$ cat src/rtl/core/uirb_pkg.sv
// Shared types and codes for the UART interrupt ring buffers.
// No dependencies; imported by uirb_ring and the top module.
`default_nettype none

package uirb_pkg;

	// Item operation codes
	typedef enum logic [2:0] {
		OP_SERVICE = 3'd0,
		OP_PUT     = 3'd1,
		OP_GET     = 3'd2,
		OP_OPEN    = 3'd3,
		OP_CLOSE   = 3'd4
	} op_t;

	// Result status codes
	typedef enum logic [1:0] {
		ST_OK       = 2'd0,
		ST_NOT_OPEN = 2'd1,
		ST_BUSY     = 2'd2,
		ST_BLOCK    = 2'd3
	} status_t;

	// Control sequencer states
	typedef enum logic {
		S_IDLE = 1'b0,
		S_READ = 1'b1
	} state_t;

	// Commands to one ring pointer unit
	typedef struct packed {
		logic clear;
		logic push;
		logic pop;
	} ring_ctl_t;

	// Occupancy flags from one ring pointer unit
	typedef struct packed {
		logic empty;
		logic full;
		logic near_empty;   // at most one byte held
		logic near_full;    // at most one free slot
	} ring_sts_t;

endpackage

`default_nettype wire

$ cat src/rtl/core/uirb_ram.sv
// Generic single-write, single-read synchronous RAM with registered read data.
// Depends on nothing; used for both byte rings.
`default_nettype none

module uirb_ram #(
	parameter int WIDTH = 8,
	parameter int DEPTH = 64
) (
	input  wire logic                                     clk,
	input  wire logic                                     we,
	input  wire logic [((DEPTH > 1) ? $clog2(DEPTH) : 1)-1:0] waddr,
	input  wire logic [WIDTH-1:0]                         wdata,
	input  wire logic                                     re,
	input  wire logic [((DEPTH > 1) ? $clog2(DEPTH) : 1)-1:0] raddr,
	output logic      [WIDTH-1:0]                         rdata
);

	logic [WIDTH-1:0] mem_q [DEPTH];

	// Write port
	always_ff @(posedge clk) begin
		if (we) begin
			mem_q[waddr] <= wdata;
		end
	end

	// Registered read port, holds its data when not enabled
	always_ff @(posedge clk) begin
		if (re) begin
			rdata <= mem_q[raddr];
		end
	end

endmodule

`default_nettype wire

$ cat src/rtl/core/uirb_ring.sv
// Head and tail pointers of one ring, counting modulo twice the depth,
// with occupancy flags and memory indexes. Depends on uirb_pkg.
`default_nettype none

module uirb_ring #(
	parameter int DEPTH = 64
) (
	input  wire logic                                     clk,
	input  wire logic                                     arst_n,
	input  wire uirb_pkg::ring_ctl_t                      ctl,
	output uirb_pkg::ring_sts_t                           sts,
	output logic [((DEPTH > 1) ? $clog2(DEPTH) : 1)-1:0]  wr_idx,
	output logic [((DEPTH > 1) ? $clog2(DEPTH) : 1)-1:0]  rd_idx
);
	import uirb_pkg::*;

	localparam int IW = (DEPTH > 1) ? $clog2(DEPTH) : 1;
	localparam int PW = $clog2(2 * DEPTH);
	localparam logic [PW-1:0] PTR_LAST = PW'(2 * DEPTH - 1);
	localparam logic [PW-1:0] PTR_HALF = PW'(DEPTH);
	localparam logic [PW:0]   SPAN     = (PW + 1)'(2 * DEPTH);
	localparam logic [PW:0]   FILL_MAX = (PW + 1)'(DEPTH);
	localparam logic [PW:0]   FILL_NF  = (PW + 1)'(DEPTH - 1);
	localparam logic [PW:0]   FILL_ONE = (PW + 1)'(1);

	logic [PW-1:0] head_q, tail_q;
	logic [PW-1:0] head_inc, tail_inc;
	logic [PW-1:0] head_off, tail_off;
	logic [PW:0]   fill;

	// Occupancy from the pointer distance
	always_comb begin
		if (tail_q >= head_q) begin
			fill = {1'b0, tail_q} - {1'b0, head_q};
		end else begin
			fill = {1'b0, tail_q} + SPAN - {1'b0, head_q};
		end
	end

	assign sts.empty      = (head_q == tail_q);
	assign sts.full       = (fill == FILL_MAX);
	assign sts.near_full  = (fill >= FILL_NF);
	assign sts.near_empty = (fill <= FILL_ONE);

	// Memory index is the pointer folded into the depth
	assign head_off = (head_q >= PTR_HALF) ? head_q - PTR_HALF : head_q;
	assign tail_off = (tail_q >= PTR_HALF) ? tail_q - PTR_HALF : tail_q;
	assign rd_idx   = head_off[IW-1:0];
	assign wr_idx   = tail_off[IW-1:0];

	// Wrapping increments
	assign head_inc = (head_q == PTR_LAST) ? '0 : head_q + PW'(1);
	assign tail_inc = (tail_q == PTR_LAST) ? '0 : tail_q + PW'(1);

	// Pointer update; clear empties the ring
	always_ff @(posedge clk or negedge arst_n) begin
		if (!arst_n) begin
			head_q <= '0;
			tail_q <= '0;
		end else if (ctl.clear) begin
			head_q <= '0;
			tail_q <= '0;
		end else begin
			if (ctl.push) begin
				tail_q <= tail_inc;
			end
			if (ctl.pop) begin
				head_q <= head_inc;
			end
		end
	end

endmodule

`default_nettype wire

$ cat src/rtl/core/uart_interrupt_ring_buffers.sv
// Interrupt-driven UART buffering: a receive ring and a transmit ring of RING_DEPTH bytes
// each, held in two synchronous RAMs, with the data-ready and THR-empty interrupt enables.
// Every item gives exactly one result. Accepting an item in the idle state updates
// pointers, enables and writes a pushed byte; the read state then waits for the registered
// RAM read of a popped byte before the result is loaded into the output register. The input
// is stalled throughout the read state, which lasts while the output register still holds
// an untaken result. No clearing pass follows reset: ring contents are only read after a
// push since the last open. Depends on uirb_pkg, uirb_ring, uirb_ram.
`default_nettype none

module uart_interrupt_ring_buffers #(
	parameter int RING_DEPTH = 64
) (
	input  wire logic       clk,
	input  wire logic       arst_n,
	// input channel
	input  wire logic       in_valid,
	output logic            in_stall,
	input  wire logic [2:0] operation,
	input  wire logic       data_ready,
	input  wire logic       thr_empty,
	input  wire logic [7:0] rx_byte,
	input  wire logic [7:0] data_byte,
	// output channel
	output logic            out_valid,
	input  wire logic       out_stall,
	output logic [1:0]      status,
	output logic [7:0]      read_byte,
	output logic            tx_valid,
	output logic [7:0]      tx_byte,
	output logic            rx_wake,
	output logic            tx_wake,
	output logic            rx_irq_enable,
	output logic            tx_irq_enable
);
	import uirb_pkg::*;

	localparam int IW = (RING_DEPTH > 1) ? $clog2(RING_DEPTH) : 1;

	state_t    state_q, state_nxt;
	logic      accept;
	logic      out_load;
	logic      out_free;

	logic      open_q, open_nxt;
	logic      rx_en_q, rx_en_nxt;
	logic      tx_en_q, tx_en_nxt;

	ring_ctl_t rx_ctl, tx_ctl;
	ring_sts_t rx_sts, tx_sts;
	logic [IW-1:0] rx_wr_idx, rx_rd_idx, tx_wr_idx, tx_rd_idx;
	logic [7:0]    rx_rdata, tx_rdata;
	logic [7:0]    rx_wdata, tx_wdata;

	status_t   st_nxt;
	logic      txv_nxt, rxw_nxt, txw_nxt, rd_nxt;

	// per-item results held over the RAM read cycle
	status_t   st_s1;
	logic      txv_s1, rxw_s1, txw_s1, rd_s1, rx_en_s1, tx_en_s1;

	// output register
	logic       out_valid_q;
	logic [1:0] status_q;
	logic [7:0] read_byte_q, tx_byte_q;
	logic       tx_valid_q, rx_wake_q, tx_wake_q, rx_irq_enable_q, tx_irq_enable_q;

	// Ring pointers
	uirb_ring #(.DEPTH(RING_DEPTH)) u_rx_ring (
		.clk    (clk),
		.arst_n (arst_n),
		.ctl    (rx_ctl),
		.sts    (rx_sts),
		.wr_idx (rx_wr_idx),
		.rd_idx (rx_rd_idx)
	);

	uirb_ring #(.DEPTH(RING_DEPTH)) u_tx_ring (
		.clk    (clk),
		.arst_n (arst_n),
		.ctl    (tx_ctl),
		.sts    (tx_sts),
		.wr_idx (tx_wr_idx),
		.rd_idx (tx_rd_idx)
	);

	// Ring stores
	assign rx_wdata = rx_byte;
	assign tx_wdata = data_byte;

	uirb_ram #(.WIDTH(8), .DEPTH(RING_DEPTH)) u_rx_ram (
		.clk   (clk),
		.we    (rx_ctl.push),
		.waddr (rx_wr_idx),
		.wdata (rx_wdata),
		.re    (rx_ctl.pop),
		.raddr (rx_rd_idx),
		.rdata (rx_rdata)
	);

	uirb_ram #(.WIDTH(8), .DEPTH(RING_DEPTH)) u_tx_ram (
		.clk   (clk),
		.we    (tx_ctl.push),
		.waddr (tx_wr_idx),
		.wdata (tx_wdata),
		.re    (tx_ctl.pop),
		.raddr (tx_rd_idx),
		.rdata (tx_rdata)
	);

	// Sequencer: next state
	assign out_free = !out_valid_q || !out_stall;
	assign accept   = in_valid && (state_q == S_IDLE);

	always_comb begin
		state_nxt = state_q;
		case (state_q)
			S_IDLE:  if (in_valid) state_nxt = S_READ;
			S_READ:  if (out_free) state_nxt = S_IDLE;
			default: state_nxt = S_IDLE;
		endcase
	end

	// Sequencer: outputs
	always_comb begin
		in_stall = 1'b1;
		out_load = 1'b0;
		case (state_q)
			S_IDLE:  in_stall = 1'b0;
			S_READ:  out_load = out_free;
			default: in_stall = 1'b1;
		endcase
	end

	always_ff @(posedge clk or negedge arst_n) begin
		if (!arst_n) begin
			state_q <= S_IDLE;
		end else begin
			state_q <= state_nxt;
		end
	end

	// Item decode: ring commands, flags and status
	always_comb begin
		rx_ctl    = '0;
		tx_ctl    = '0;
		open_nxt  = open_q;
		rx_en_nxt = rx_en_q;
		tx_en_nxt = tx_en_q;
		st_nxt    = ST_OK;
		txv_nxt   = 1'b0;
		rxw_nxt   = 1'b0;
		txw_nxt   = 1'b0;
		rd_nxt    = 1'b0;
		if (accept) begin
			case (op_t'(operation))
				OP_SERVICE: begin
					if (!open_q) begin
						st_nxt = ST_NOT_OPEN;
					end else begin
						if (data_ready) begin
							rx_ctl.push = !rx_sts.full;
							rxw_nxt     = !rx_sts.full;
							if (rx_sts.near_full) rx_en_nxt = 1'b0;
						end
						if (thr_empty) begin
							tx_ctl.pop = !tx_sts.empty;
							txv_nxt    = !tx_sts.empty;
							txw_nxt    = !tx_sts.empty;
							if (tx_sts.near_empty) tx_en_nxt = 1'b0;
						end
					end
				end
				OP_PUT: begin
					if (!open_q) begin
						st_nxt = ST_NOT_OPEN;
					end else begin
						tx_en_nxt = 1'b1;
						if (tx_sts.full) st_nxt = ST_BLOCK;
						else tx_ctl.push = 1'b1;
					end
				end
				OP_GET: begin
					if (!open_q) begin
						st_nxt = ST_NOT_OPEN;
					end else begin
						rx_en_nxt = 1'b1;
						if (rx_sts.empty) begin
							st_nxt = ST_BLOCK;
						end else begin
							rx_ctl.pop = 1'b1;
							rd_nxt     = 1'b1;
						end
					end
				end
				OP_OPEN: begin
					if (open_q) begin
						st_nxt = ST_BUSY;
					end else begin
						rx_ctl.clear = 1'b1;
						tx_ctl.clear = 1'b1;
						open_nxt     = 1'b1;
						rx_en_nxt    = 1'b1;
					end
				end
				OP_CLOSE: begin
					if (!open_q) begin
						st_nxt = ST_NOT_OPEN;
					end else begin
						open_nxt  = 1'b0;
						rx_en_nxt = 1'b0;
						tx_en_nxt = 1'b0;
					end
				end
				default: st_nxt = ST_OK;
			endcase
		end
	end

	// Open flag and interrupt enables
	always_ff @(posedge clk or negedge arst_n) begin
		if (!arst_n) begin
			open_q  <= 1'b0;
			rx_en_q <= 1'b0;
			tx_en_q <= 1'b0;
		end else begin
			open_q  <= open_nxt;
			rx_en_q <= rx_en_nxt;
			tx_en_q <= tx_en_nxt;
		end
	end

	// Item results held while the RAM read completes
	always_ff @(posedge clk) begin
		if (accept) begin
			st_s1    <= st_nxt;
			txv_s1   <= txv_nxt;
			rxw_s1   <= rxw_nxt;
			txw_s1   <= txw_nxt;
			rd_s1    <= rd_nxt;
			rx_en_s1 <= rx_en_nxt;
			tx_en_s1 <= tx_en_nxt;
		end
	end

	// Output register
	always_ff @(posedge clk or negedge arst_n) begin
		if (!arst_n) begin
			out_valid_q <= 1'b0;
		end else if (out_load) begin
			out_valid_q <= 1'b1;
		end else if (!out_stall) begin
			out_valid_q <= 1'b0;
		end
	end

	always_ff @(posedge clk) begin
		if (out_load) begin
			status_q        <= st_s1;
			read_byte_q     <= rd_s1 ? rx_rdata : 8'd0;
			tx_valid_q      <= txv_s1;
			tx_byte_q       <= txv_s1 ? tx_rdata : 8'd0;
			rx_wake_q       <= rxw_s1;
			tx_wake_q       <= txw_s1;
			rx_irq_enable_q <= rx_en_s1;
			tx_irq_enable_q <= tx_en_s1;
		end
	end

	assign out_valid     = out_valid_q;
	assign status        = status_q;
	assign read_byte     = read_byte_q;
	assign tx_valid      = tx_valid_q;
	assign tx_byte       = tx_byte_q;
	assign rx_wake       = rx_wake_q;
	assign tx_wake       = tx_wake_q;
	assign rx_irq_enable = rx_irq_enable_q;
	assign tx_irq_enable = tx_irq_enable_q;

endmodule

`default_nettype wire
$ cat config.mk
export PLATFORM = sky130hd
export DESIGN_NAME = uart_interrupt_ring_buffers
export DESIGN_NICKNAME = d
export VERILOG_FILES = /design/src/rtl/core/uirb_pkg.sv /design/src/rtl/core/uirb_ram.sv /design/src/rtl/core/uirb_ring.sv /design/src/rtl/core/uart_interrupt_ring_buffers.sv
export SDC_FILE = /design/constraint.sdc
export NUM_CORES = 1
export LEC_CHECK = 0
export BUFFER_PORTS_ARGS = -buffer_cell sky130_fd_sc_hd__buf_2
export CELL_PAD_IN_SITES_DETAIL_PLACEMENT = 1
export CELL_PAD_IN_SITES_GLOBAL_PLACEMENT = 1
export CORE_ASPECT_RATIO = 0.75
export CORE_MARGIN = 4
export CORE_UTILIZATION = 55
export CTS_CLUSTER_DIAMETER = 80
export DETAILED_ROUTE_END_ITERATION = 8
export PLACE_DENSITY_LB_ADDON = 0.25
export SYNTH_ARGS = -nofsm -noshare
export SYNTH_HDL_FRONTEND = slang
export SYNTH_HIERARCHICAL = 1
export SYNTH_SLANG_ARGS = --single-unit
$ cat constraint.sdc
create_clock -name clk -period 5.6 [get_ports clk]
set_input_delay 1.12 -clock clk [delete_from_list [all_inputs] [get_ports clk]]
set_output_delay 1.12 -clock clk [all_outputs]
set_load 0.05 [all_outputs]
# After elaboration in Yosys (flattened, before gate mapping)

Memory sizes are Yosys's and may differ from the RTL's. A register that Yosys moved wholly into a read port is not among the register bits.
Index checks and enable logic that the tools add are counted.

Equal/unequal tests: 13
Add/subtract/negate cells: 14
$lt $le $gt $ge: 8
Multiplexer cells: 68
Reductions and logical operators: 14
Bitwise logic cells: 1

Operators with widths:

| kind                                                                                | count |
|---|---|
| 7-bit 2-to-1 mux                                                                    | 12 |
| 1-bit 2-to-1 mux                                                                    | 38 |
| 7-bit by 1-bit adder with 7-bit output, second input constant                       | 4 |
| 7-bit == test, second input constant                                                | 4 |
| 7-bit greater-or-equal comparator, second input constant                            | 4 |
| 6-bit 2-to-1 mux                                                                    | 4 |
| 6-bit by 1-bit subtractor with 6-bit output, second input constant                  | 4 |
| 7-bit by 8-bit adder with 8-bit output, second input constant                       | 2 |
| 8-bit by 7-bit == test with 1-bit output, second input constant                     | 2 |
| 8-bit 2-to-1 mux                                                                    | 2 |
| 7-bit by 7-bit subtractor with 8-bit output                                         | 2 |
| 8-bit by 7-bit subtractor with 8-bit output                                         | 2 |
| 7-bit == test                                                                       | 2 |
| 7-bit greater-or-equal comparator                                                   | 2 |
| 2-bit 2-to-1 mux                                                                    | 5 |
| 2-bit nonzero test                                                                  | 5 |
| 8-bit by 6-bit greater-or-equal comparator with 1-bit output, second input constant | 1 |
| 8-bit by 1-bit <= comparator with 1-bit output, second input constant               | 1 |
| 2-bit one-hot mux with 4 select lines                                               | 1 |
| 3-bit by 2-bit == test with 1-bit output, second input constant                     | 2 |
| 3-bit 2-to-1 mux                                                                    | 2 |
| 1-bit logical NOT                                                                   | 4 |
| 1-bit one-hot mux with 2 select lines                                               | 2 |
| 1-bit one-hot mux with 4 select lines                                               | 1 |
| other kinds (10)                                                                    | 10 |

Bits in registers: 62
Memory bits (writable): 1024
Output and inout bits: 25
Logic and storage cells: 142
Memories kept: 2

Memory list:

| name           | words | bits a word | read ports | clocked after Yosys merged registers in | wr ports | line           | text |
|---|---|---|---|---|---|---|---|
| u_rx_ram.mem_q | 64    | 8           | 1          | 1                                       | 1        | uirb_ram.sv:18 | `logic [WIDTH-1:0] mem_q [DEPTH];` |
| u_tx_ram.mem_q | 64    | 8           | 1          | 1                                       | 1        | uirb_ram.sv:18 |  |

# Depth between registers and ports, before layout

Gate-level depths: netlist of run 1.

Depth after elaboration: 11
Depth in mapped cells: 16

# Cells and area by module

The synthesis of run 1 kept the hierarchy.

Modules (own cells, without submodules):

| module                      | area each (µm²) | cells each | times used | seq. area each (µm²) |
|---|---|---|---|---|
| uirb_ram                    | 20246.9         | 940        | 2          | 15615.0 |
| uart_interrupt_ring_buffers | 1411.4          | 101        | 1          | 996.0 |
| uirb_ring (u_rx_ring)       | 1212.4          | 143        | 1          | 350.3 |
| uirb_ring (u_tx_ring)       | 1209.9          | 145        | 1          | 350.3 |

# Worst setup path after synthesis of run 1

Ideal clock, no wire load.

Path kind: register to register
From: register u_tx_ring.tail_q[0]
To: memory u_tx_ram.mem_q[62][0], enable pin
Path slack: 1.660 ns
Library setup time: 0.370 ns
Period minus slack after synthesis: 3.940 ns
Stages on the path, launching flop included: 14
Arrival time: 3.569 ns
Cells stage by stage: dfrtp_1 > inv_1 > ha_1 > inv_1 > fa_1 > a211oi_1 > nor2_1 > xor2_1 > nor4_2 > and3_1 > nor4b_1 > nor2b_1 > nand3_1 > nor2_1

RTL lines:

| element                | line            | text |
|---|---|---|
| start, declared        | uirb_ring.sv:26 | `logic [PW-1:0] head_q, tail_q;` |
| start signal, assigned | uirb_ring.sv:65 | `tail_q <= tail_inc;` |
| end, declared          | uirb_ram.sv:18  |  |

==> summary.md, run 1 <==
| Metric | Value |
|---|---|
| Setup bufs post-CTS | `0` |
| VDD IR max | `0.264 mV` |
| Clk sinks | `1102` |
| Critical path buffers and inverters | `2` |
| FF-to-FF setup slack | `0.38 ns` |
| Least-Margin Pin Slew | `1.18 ns` |
| Iter 0 DRT Violations | `3165` |
| Antenna violations before repair | `2` |
| Clk Tree Root Cell | `clkbuf_16` |
| Routed wire length | `115000 um` |
| Fin. Hold Viols | `0` |
| Core area | `79300 sq um` |
| DP Area | `45600 sq um` |
| Starting Density | `55.9%` |
| Setup TNS | `0 ns` |
| Worst slack at placement | `0.608 ns` |
| Maxcap violations | `0` |
| Clock Skews | `0.0305 ns` |
| Ys Warns | `6` |
| CP Cell Sequence | `inv_1 > ha_1 > nor2b_1 > o31a_1 > o311ai_1 > nor4_2 > o211a_1 > nand3b_1 > nor3_2 > buf_4 > nand4_1 > nor2_1` |
| Run status | `finished clean` |
| Worst slew margin | `20.8%` |
| RSZ-0062 raised after global routing | `no` |
| Cell count after synthesis | `2265` |
| Highest clock rate | `0.192 GHz` |
| Reg2Reg Depth | `12` |
| Hold Startpoint | `rxw_s1` |
| Critical Path Fanout Max | `27` |
| CTS clk-pin slew, worst paths | `0.06 ns` |
| Final setup margin | `0.384 ns` |
| TritonRoute pass-1 iters | `5` |
| Slew Limit Fails | `0` |
| Final Cycle Share | `93.1%` |
| HPWL after detailed placement | `71800 um` |
| Util after Layout | `61.8%` |
| Ports | `50` |
| PD cells | `422 nW/um^2` |
| # port buffers | `49` |
| Via Count | `23409` |
| Synth-to-layout area growth | `10.5%` |
| Height of the die | `254 um` |
| R2r endpoint | `u_rx_ram/mem_q[7][5]` |
| Setup Viol. Count Final | `0` |
| Cell family with most CP delay | `simple AND/OR/NAND/NOR gates` |
| Req. time, crit path | `5.88 ns` |
| Max Root-Sink Buffers | `3` |
| CTS buffer count | `104` |
| Hold WC Path Type | `reg -> reg` |
| DIE AREA | `85200 sq um` |
| Startpoint types | `flop` |
| Data arrival, critical path | `5.50 ns` |
| Leak Pwr | `0.0154 uW` |
| Largest net degree at the start of global routing | `102` |
| Vias in the first global route | `23737` |
| Tmin final | `5.22 ns` |
| Diodes inserted | `0` |
| CTS H-tree lvls | `3` |
| Die Wd | `336 um` |
| Total GRT Usage | `27.6%` |
| Post-Syn Area | `44300 sq um` |
| Crit Path Class | `reg -> reg` |
| Post-route ant nets | `0` |
| Delay of the slowest critical-path stage | `0.93 ns` |
| Syn nets | `2310` |
| Critical R2R Launch | `u_rx_ring/head_q[1]` |
| GRT Residual Overflow | `0` |
| Fin nets | `2400` |
| Wirelength per Cell | `33.0 um` |
| WHS Endpoint | `rx_wake` |
| Avg Cell Area, Syn | `19.6 sq um` |
| FILL cells | `6632` |
| Global-route wire length before repair | `170000 um` |
| Fraction of layout cells with a size suffix above 1 | `23.6%` |
| Post-CTS sizing | `0` |
| Clk Latency, worst-skew pair | `0.68 ns` |
| DR vias/cell | `6.71` |
| # hold bufs at CTS | `0` |
| Worst setup EP type | `flop` |
| Fin area | `49000 sq um` |
| Hold Path Stages | `0` |
| Critical path's slowest cell | `nor2_1` |
| Rows | `89` |
| DRC viols | `0` |
| Gpl congestion | `0.880` |
| CTS tree | `built` |
power breakdown:
group          leakage (uW)  switching [uW]  total, uW  internal (uW)
sequential           0.0100             152       9310           9160
clock               0.00164            3020       7000           3980
combinational       0.00376            2560       4360           1800
registers in the layout, indices dropped and copies added (netlist names), 8 cells and up:
signal / count
u_rx_ram/mem_q: 512
read_byte: 8
u_rx_ram/rdata: 8
u_tx_ram/rdata: 8
u_tx_ram/mem_q: 512
tx_byte: 8
final cells by class:
cell class / instances / area [sq um] / share of cell area [%]
well taps: 1046 / 1310 / 2.67
repair buffers: 121 / 816 / 1.67
multi-input cells: 1002 / 10500 / 21.4
flip-flops and latches: 1102 / 33000 / 67.3
clock inverters: 62 / 554 / 1.13
clock buffers: 130 / 2790 / 5.71
inverters: 24 / 90.1 / 0.184
layout by cell type (no fill, tap or decap), types with 35 or more instances in the layout:
master and count:
clkbuf_16 107, nor2b_1 35, mux4_2 252, nand3_1 44
buf_4 72, edfxtp_1 1069, nand2_1 61, nor2_1 190
buf_2 47, mux2i_1 48
metal layers:
layer | routed length (um) | vias up | track usage (%)
li1 | - | 9411 | -
met1 | 49500 | 12552 | 44.0
met2 | 50800 | 1310 | 39.5
met3 | 13000 | 134 | 7.04
met4 | 1840 | 2 | 5.32
met5 | 12 | - | 0
through the flow:
stage	std cells	hold WS [ns]	total power, uW
final	3487	0.441	20700
after global routing	3487	0.460	21400
after CTS	3487	0.451	20800
after detailed placement	3295	0.428	13800
after global placement	3295	0.404	13600
after floorplan	2265	0.400	12500
worst max path at each step:
stage	start	to	slack, ns	cells after the start
2_1_floorplan	u_tx_ring/tail_q[0]	u_tx_ram/mem_q[62][0]	1.70	13
3_3_place_gp	u_tx_ring/tail_q[0]	u_tx_ram/mem_q[35][7]	0.87	13
3_5_place_dp	u_tx_ring/tail_q[0]	u_tx_ram/mem_q[37][4]	0.61	13
4_1_cts	u_tx_ring/tail_q[0]	u_tx_ram/mem_q[37][4]	0.57	13
5_1_grt	u_tx_ring/tail_q[0]	u_tx_ram/mem_q[11][0]	0.31	13
6_report	u_rx_ring/head_q[1]	u_rx_ram/mem_q[7][5]	0.38	12
(Power assumes the default switching activity.)
==> run 2: changes to the inputs <==
==> constraint.sdc (replaced) <==
create_clock -name clk -period 5.6 [get_ports clk]
set_input_delay 1.4 -clock clk [delete_from_list [all_inputs] [get_ports clk]]
set_output_delay 1.4 -clock clk [all_outputs]
set_load 0.05 [all_outputs]
==> summary.md, run 2 (synthesis gave the netlist of run 1 again) <==
| Metric | Value |
|---|---|
| Starting Density | `55.9% (unchanged)` |
| Final Cycle Share | `91.4% (was 93.1%)` |
| Max Root-Sink Buffers | `3 (unchanged)` |
| Total GRT Usage | `27.5% (was 27.6%)` |
| VDD IR max | `0.299 mV (was 0.264 mV)` |
| HPWL after detailed placement | `71600 um (was 71800 um)` |
| Hold Path Stages | `0 (unchanged)` |
| Global-route wire length before repair | `169000 um (was 170000 um)` |
| Setup TNS | `0 ns (unchanged)` |
| Die Wd | `336 um (unchanged)` |
| PD cells | `425 nW/um^2 (was 422 nW/um^2)` |
| Biggest registers after layout | `u_rx_ram/mem_q x512, u_tx_ram/mem_q x512 (unchanged)` |
| Via Count | `23542 (was 23409)` |
| Fraction of layout cells with a size suffix above 1 | `24.0% (was 23.6%)` |
| Hold WC Path Type | `reg -> reg (unchanged)` |
| Clock Power Share | `34.5% (was 33.9%)` |
| Internal Power | `15100 uW (was 14900 uW)` |
| Reg2Reg Depth | `13 (was 12)` |
| DIE AREA | `85200 sq um (unchanged)` |
| Non-Filler Instances | `3483 (was 3487)` |
| Clock Skews | `0.0290 ns (was 0.0305 ns)` |
| Clk sinks | `1102 (unchanged)` |
| Height of the die | `254 um (unchanged)` |
| GRT Residual Overflow | `0 (unchanged)` |
| Critical Path Fanout Max | `15 (was 27)` |
| Post-route ant nets | `0 (unchanged)` |
| Wirelength per Cell | `33.0 um (about the same)` |
| # port buffers | `49 (unchanged)` |
| Fin. Hold Viols | `0 (unchanged)` |
| CTS H-tree lvls | `3 (unchanged)` |
| Worst setup EP type | `flop (unchanged)` |
| Hold Slack | `0.425 ns (was 0.441 ns)` |
| DR vias/cell | `6.76 (was 6.71)` |
| Vias in the first global route | `23790 (was 23737)` |
| Data arrival, critical path | `5.43 ns (was 5.50 ns)` |
| Least-Margin Pin Slew | `1.27 ns (was 1.18 ns)` |
| Worst slew margin | `15.2% (was 20.8%)` |
| Util after Layout | `61.9% (was 61.8%)` |
| Synth-to-layout area growth | `10.8% (was 10.5%)` |
| RSZ-0062 raised after global routing | `no (unchanged)` |
| Gpl congestion | `0.891 (was 0.880)` |
| Leak Pwr | `0.0155 uW (was 0.0154 uW)` |
| Setup Viol. Count Final | `0 (unchanged)` |
| Most common cell after layout, fill and taps aside | `edfxtp_1 (unchanged)` |
| Largest net degree at the start of global routing | `102 (unchanged)` |
| Post-CTS sizing | `0 (unchanged)` |
| Startpoint types | `flop (unchanged)` |
| Antenna violations before repair | `4 (was 2)` |
| # hold bufs at CTS | `0 (unchanged)` |
| Clk Latency, worst-skew pair | `0.68 ns (about the same)` |
| Net Sw Frac | `27.9% (was 27.7%)` |
| Highest clock rate | `0.195 GHz (was 0.192 GHz)` |
| TritonRoute pass-1 iters | `5 (unchanged)` |
| Fin area | `49100 sq um (was 49000 sq um)` |
| CTS tree | `built (unchanged)` |
| DRC viols | `0 (unchanged)` |
| Rows | `89 (unchanged)` |
| CTS clk-pin slew, worst paths | `0.07 ns (was 0.06 ns)` |
| Iter 0 DRT Violations | `3207 (was 3165)` |
| Maxcap violations | `0 (unchanged)` |
| Cells after DPL | `3295 (unchanged)` |
| CTS buffer count | `102 (was 104)` |
| Share of power burned in registers | `44.6% (was 45.0%)` |
| DP Area | `45600 sq um (unchanged)` |
| Clk Tree Root Cell | `clkbuf_16 (unchanged)` |
| Req. time, crit path | `5.91 ns (was 5.88 ns)` |
| Setup bufs post-CTS | `0 (unchanged)` |
| Core area | `79300 sq um (unchanged)` |
| Tmin final | `5.12 ns (was 5.22 ns)` |
| Logic gate share of total power | `20.9% (was 21.1%)` |
| Slew Limit Fails | `0 (unchanged)` |
| Run status | `finished clean (unchanged)` |
| Ports | `50 (unchanged)` |
| Diodes inserted | `0 (unchanged)` |
| FILL cells | `6649 (was 6632)` |
| Switch Pwr | `5810 uW (was 5740 uW)` |
| Fin nets | `2398 (was 2400)` |
| Most frequent cells in the layout | `edfxtp_1, mux4_2, nor2_1, clkbuf_16, buf_4 (unchanged)` |
| Routed wire length | `115000 um (about the same)` |
| Crit Path Class | `reg -> reg (unchanged)` |
==> run 2: cell types whose count changed in the layout (fill, tap and decap cells not counted), moves of 3 or more <==
| cell | previous run | this run |
|---|---|---|
| clkinv_1 | 27 | 23 |
| inv_6 | 0 | 7 |
| clkinvlp_4 | 2 | 6 |
| clkinv_2 | 21 | 18 |
| clkbuf_1 | 20 | 10 |
| bufinv_16 | 10 | 15 |
| clkbuf_16 | 107 | 103 |
==> run 2: layout make-up <==
cell class	count	area (sq um)	area share, %
sequential	1102	33000	67.2
clock inverter	74	815	1.66
timing repair buffer	121	816	1.66
multi-input combinational	1002	10500	21.3
tap	1046	1310	2.67
clock buffer	114	2630	5.36
inverter	24	90.1	0.184
==> run 2: worst paths after layout <==
path	startpoint	endpoint	slack (ns)
worst max-delay path	u_tx_ring/tail_q[0]	u_tx_ram/mem_q[41][1]	0.48
worst min-delay path	tx_en_s1	tx_irq_enable	0.43
worst max register to register	u_tx_ring/tail_q[0]	u_tx_ram/mem_q[41][1]	0.48
worst min register to register	tx_en_s1	tx_irq_enable	0.43
max in group asynchronous	arst_n	u_rx_ring/head_q[2]	4.08
min in group asynchronous	arst_n	u_tx_ring/head_q[6]	0.83
==> run 2: through the flow <==
| step | power (uW) | worst slack [ns] |
|---|---|---|
| finish | 20900 | 0.480 |
| global route | 21600 | 0.252 |
| CTS | 20900 | 0.589 |
| detailed placement | 13800 | 0.649 |
| global placement | 13600 | 0.866 |
| floorplan | 12500 | 1.70 |
==> run 2: metal layers <==
layer	wire, um	GRT usage [%]
met4	1830	5.33
met2	50000	39.0
met5	0	0
met1	50300	44.2
met3	12600	6.69
==> run 2: power by group through the flow <==
stage	clock network [uW]	logic, uW	registers (uW)
2_1_floorplan	0	3040	9460
3_3_place_gp	0	4160	9470
3_5_place_dp	0	4290	9480
4_1_cts	7290	4340	9310
5_1_grt	7680	4610	9310
6_report	7190	4370	9310
==> run 2: critical path: stages, from the launching register on <==
cell and delay [ns]:
dfrtp_1 0.56, inv_1 0.20, ha_1 0.19, inv_1 0.05
fa_1 0.42, a211oi_1 0.40, nor2_1 0.13, xor2_1 0.20
nor4_2 0.08, and3_1 0.21, nor4b_2 0.50, buf_4 0.32
nand3_1 0.60, nor2_1 0.87
